--- src/hdl/bsrc_ram.sv ---
// ----------------------------------------------------------------------------
// Generic RAM
// One write port and one read port, read data registered.
// ----------------------------------------------------------------------------
`default_nettype none
module bsrc_ram #(
   parameter int WIDTH = 16,
   parameter int DEPTH = 128
) (
   input  wire logic                     clock,
   input  wire logic                     wr_en,
   input  wire logic [$clog2(DEPTH)-1:0] wr_addr,
   input  wire logic [WIDTH-1:0]         wr_data,
   input  wire logic [$clog2(DEPTH)-1:0] rd_addr,
   output logic      [WIDTH-1:0]         rd_data
);
   logic [WIDTH-1:0] mem [DEPTH];

   always_ff @(posedge clock) begin
      if (wr_en) begin
         mem[wr_addr] <= wr_data;
      end
      rd_data <= mem[rd_addr];
   end
endmodule
`default_nettype wire
--- config.mk ---
export PLATFORM = sky130hd
export DESIGN_NAME = bsrc_ram
export DESIGN_NICKNAME = d
export VERILOG_FILES = /design/src/hdl/bsrc_ram.sv
export SDC_FILE = /design/constraint.sdc
export NUM_CORES = 2
export LEC_CHECK = 0
export BUFFER_PORTS_ARGS = -buffer_cell sky130_fd_sc_hd__buf_2
export CAP_MARGIN = 20
export CORE_ASPECT_RATIO = 0.9
export CORE_UTILIZATION = 46
export CTS_BUF_LIST = sky130_fd_sc_hd__clkbuf_8 sky130_fd_sc_hd__clkbuf_16
export DETAILED_ROUTE_END_ITERATION = 10
export HOLD_SLACK_MARGIN = 0.1
export PLACE_DENSITY = 0.62
export SETUP_SLACK_MARGIN = 0.05
export SLEW_MARGIN = 20
export SYNTH_ARGS = -nofsm -noshare
export SYNTH_HDL_FRONTEND = slang
export SYNTH_SLANG_ARGS = --single-unit
--- constraint.sdc ---
create_clock -name clock -period 5.7 [get_ports clock]
set_clock_uncertainty 0.15 [all_clocks]
set_input_delay 1.14 -clock clock [delete_from_list [all_inputs] [get_ports clock]]
set_output_delay 1.14 -clock clock [all_outputs]
set_load 0.005 [all_outputs]
### After elaboration in Yosys (flattened, before gate mapping)

Memory sizes are Yosys's and may differ from the RTL's. A register that Yosys moved wholly into a read port is not among the register bits.
Cells that the tools add are included.
W data, S select, Z words.

| operators by class | value |
|---|---|
| div/mod/pow operators | 0 |
| equal/unequal tests | 0 |
| add/sub/neg operators | 0 |
| multiplexer cells | 2 |
| bitwise logic cells | 0 |
| order comparisons | 0 |
| reductions and logical operators | 0 |
| shift operators | 0 |
| multiply operators | 0 |

Operator list:

| cell | count |
|---|---|
| $mux W1 | 2 |

| word-level totals | value |
|---|---|
| bits in read-only memories | 0 |
| memories | 1 |
| memory bits (writable) | 2048 |
| bits of input ports | 32 |
| bits in registers | 0 |
| logic and storage cells | 3 |
| output and inout bits | 16 |
| latch bits | 0 |

Memory list:

| name | depth | width | rd ports | clocked after Yosys merged registers in | wr ports | line | text |
|---|---|---|---|---|---|---|---|
| mem | 128 | 16 | 1 | 1 | 1 | 17 | `logic [WIDTH-1:0] mem [DEPTH];` |

### Logic depth before layout (Yosys ltp)

| depth | value |
|---|---|
| word-level depth | 2 |
| gate-level depth with buffers | 7 |
| mapped depth without buffers | 4 |

### Worst setup path after synthesis

OpenSTA, ideal clock, no wires.

| timing | value |
|---|---|
| path kind | in2reg |
| start point | input port rd_addr[0] |
| end point | register rd_data[0] (read register of mem) |
| required time | 5.429 ns |
| stages | 6 |
| library setup time | 0.121 ns |
| slack | 1.915 ns |
| arrival time | 3.514 ns |
| path through | buf_2 > buf_1 > mux4_2 > mux4_2 > mux4_2 > mux2_2 |

RTL lines:

| item | line | text |
|---|---|---|
| start, declared | 14 | `input wire logic [$clog2(DEPTH)-1:0] rd_addr,` |
| end, declared | 15 | `output logic [WIDTH-1:0] rd_data` |

==> results.md <==
- The post-CTS setup-driven buffer insertion count is 0.
- The tree is rooted in a sky130_fd_sc_hd__clkbuf_16.
- The area used by sequential logic in the layout is 0.0618 mm².
- The highest fanout seen on the critical path is 57.
- The area occupied by multi-input gates is 0.0161 mm².
- The maximum clock frequency is 0.273 GHz.
- The routability congestion estimate from global placement is 0.821.
- In the global route stage, overall resource usage came out at 0.226.
- The remaining global-route overflow is 0.
- Counting every sink on the clock net gives 2,064.
- The first global-routing pass estimated 272,000 µm of wire.
- The final-report hold violation count is 0.
- The dominant synthesized flop cell is sky130_fd_sc_hd__edfxtp_1.
- The count of buffers added on input and output ports is 47.
- The tightest slew margin relative to the limit is 0.186.
- The x dimension of the die is 438 µm.
- The number of synthesized flops with an enable pin is 2,048.
- The number of nets in the synthesized netlist is 3,118.
- The kind of cell adding the most delay to the critical path is multiplexers.
- For this run, design rule violations remaining after detail routing come to 0.
- The via count of the first global-routing pass is 36,300.
- The area added between synthesis and finish is 13.4%.
- The start point of the critical path is rd_addr[2].
- For this design the top-level I/O count stands at 48.
- On the critical path, the stage with the largest delay is an instance of sky130_fd_sc_hd__mux4_2.
- The initial antenna violation count is 33.
- The first detailed-routing pass ran for 5 iterations.
- Dividing the final minimum period by the clock period gives 0.643.
- Synthesis produced a netlist whose cell count is 3,086.
- After clock tree synthesis, the flow added hold-fix buffers numbering 0.
- The worst-case hold slack is 0.705 ns.
- The time the final worst path needs with I/O delays and setup is 3.67 ns.
- Setup repair after global routing left no endpoint under its margin.
- The detail route stage leaves a number of antenna-violating nets equal to 0.
- The class of the most critical setup path is primary input to flop.
- The initial utilization of the core area, before any placement, comes to 0.464.
- After synthesis, the netlist uses 17 different library cells.
- STA classifies the critical path endpoint as a flop.
- The region available for standard cell placement spans 0.169 mm².
- Dividing total power by cell area gives a power density of 346 mW/mm².
- The leakage power figure is 27.7 nW.
- The clock buffer count from CTS is 199.
- The post-route core utilization is 0.526.
- The run finished with clean final reports.
- In this design, the stage delay of the slowest critical-path cell is 0.65 ns.
- The final layout contains routed wiring with a total length of 193,000 µm.
- The CTS H-tree depth is 4.
- The share of the Yosys chip area taken by registers is 0.787.
- Traced cell by cell, the critical path runs through buf_8 > buf_12 > buf_12 > mux4_2 > mux4_2 > mux4_2 > mux2_2.
- The final-stage net count is 3,412.
- The chip height is 394 µm.
- The most numerous cell on the critical path is sky130_fd_sc_hd__mux4_2.
- The worst min-delay path startpoint is wr_data[2].
- The startpoint of the worst-slack reg-to-reg timing path is mem[21][8].
- The number of buffers and inverters on the critical path is 3.
- The number of synthesized register bits is 2,064.
- The later pin in the worst-skew pair is clocked with a latency of 0.83 ns.
- The average size of a mapped cell is 25.4 µm².
- The post-layout total power is 30.8 mW.
- After clock tree synthesis, the clock-pin slew on the worst setup and hold paths is 0.06 ns.
- The worst setup path is launched from a primary input.
- The number of buffers between clock root and the deepest sink is 3.
- The Yosys step of the flow raised 0 warnings.
- Setup violations remaining at the end of the flow were counted as 0.
- The mapped cell area is 0.0785 mm².
- The full die area is 0.172 mm².
- TritonCTS built the clock tree.
- The tool flagged a number of max-cap violations equal to 0.
- The number of slew-limit violations in the final report came to 0.
- Setup total negative slack on the finished layout was measured at 0 ns.
- STA puts the critical path data required time at 6.26 ns.
- In the final layout, the share of cells above drive strength 1 is 0.345.
- At the pin with the least slew margin, the transition time is 1.22 ns.
- The layout has 12,600 filler cells.
- The min-delay analysis places its worst path in the category primary input to flop.
- In the routed layout, each cell is associated on average with a via count of 6.14.
- After floorplanning, the core was divided into 143 placement rows.
- Summing over every cut layer, the via total after detailed routing is 35,600.
- The wire-length estimate of the detail-placed layout is 111,000 µm.
- The starting DRC count in detailed routing is 4,875.
- The data arrival at the endpoint of the critical path is 4.23 ns.
- In the final routed layout, each cell accounts on average for 33.2 µm.
- The cell area after placement is 0.0828 mm².
- The worst-case IR drop observed on VDD is 292 µV.
- Once the clock tree was built, the resizer swapped 0 gates to a different size.
- The post-layout instance area is 0.0890 mm².
- After synthesis, the share of flip-flops with an asynchronous set or reset is 0.
- Entering global routing, the biggest net connects 100 pins.
-- cells in the final DEF, fill, tap and decap left out, drive strengths merged, types with 7 or more instances in the layout --
cell    Yosys  final
nand3      12     12
nand2      14     14
inv         0     65
bufinv      0     11
diode       0     14
nor3        9      9
buf        82    257
clkinv      0     74
nor2b       7      7
mux2       16     16
nor2      122    122
clkbuf     82    203
edfxtp   2048   2048
dfxtp      16     16
mux4      672    672
-- layer usage --
layer,GRT usage,share of wire
met5,0,0.000052
met4,0.0522,0.021
met3,0.0441,0.084
met2,0.360,0.49
met1,0.325,0.41
-- where the power goes --
group          leakage, nW  internal, mW  switching [mW]
registers             18.5          16.8          0.0608
logic                 5.88         0.621           0.901
clock network         3.24          6.90            5.52
total                 27.7          24.3            6.48
-- logic make-up after synthesis --
logic type	share of synthesized area
buf+inv	0.00881
flops	0.787
mux	0.195
simple gates	0.00888
-- path summary, 6_finish.rpt --
path,end,cells after the start,slack (ns)
min,mem[23][2],1,0.71
min reg2reg,rd_data[1],4,1.00
max,rd_data[8],7,2.03
max reg2reg,rd_data[8],4,3.00
-- cell type report --
cell class / count / area share
sequential: 2064 / 0.695
multi-input combinational: 858 / 0.180
clock buffer: 203 / 0.0568
clock inverter: 152 / 0.0121
tap: 2247 / 0.0316
antenna: 14 / 0.000394
timing repair buffer: 257 / 0.0242
-- synthesized netlist by cell type, types with 3 or more instances --
| master | instances | share of area |
|---|---|---|
| sky130_fd_sc_hd__clkbuf_1 | 82 | 0.0039 |
| sky130_fd_sc_hd__nor2b_1 | 7 | 0.00056 |
| sky130_fd_sc_hd__nor2_1 | 122 | 0.0058 |
| sky130_fd_sc_hd__nand2_1 | 14 | 0.00067 |
| sky130_fd_sc_hd__buf_2 | 52 | 0.0033 |
| sky130_fd_sc_hd__mux4_2 | 672 | 0.19 |
| sky130_fd_sc_hd__buf_1 | 28 | 0.0013 |
| sky130_fd_sc_hd__edfxtp_1 | 2048 | 0.78 |
| sky130_fd_sc_hd__nand3_1 | 12 | 0.00076 |
| sky130_fd_sc_hd__mux2_2 | 16 | 0.0023 |
| sky130_fd_sc_hd__nor3_1 | 9 | 0.00057 |
| sky130_fd_sc_hd__nand4_1 | 3 | 0.00024 |
| sky130_fd_sc_hd__dfxtp_1 | 16 | 0.0041 |
-- sequential cells by signal, indices dropped and copies added (netlist names) --
| name | count |
|---|---|
| mem | 2048 |
| rd_data | 16 |
-- metrics by stage --
| stage | setup slack, ns | instances |
|---|---|---|
| 6_report | 2.03 | 5795 |
| 2_1_floorplan | 1.91 | 3086 |
| 3_5_place_dp | 1.22 | 5426 |
| 3_3_place_gp | 1.22 | 5426 |
| 4_1_cts | 2.11 | 5781 |
| 5_1_grt | 2.03 | 5781 |
No activity file was read; power rests on OpenSTA's default activity.
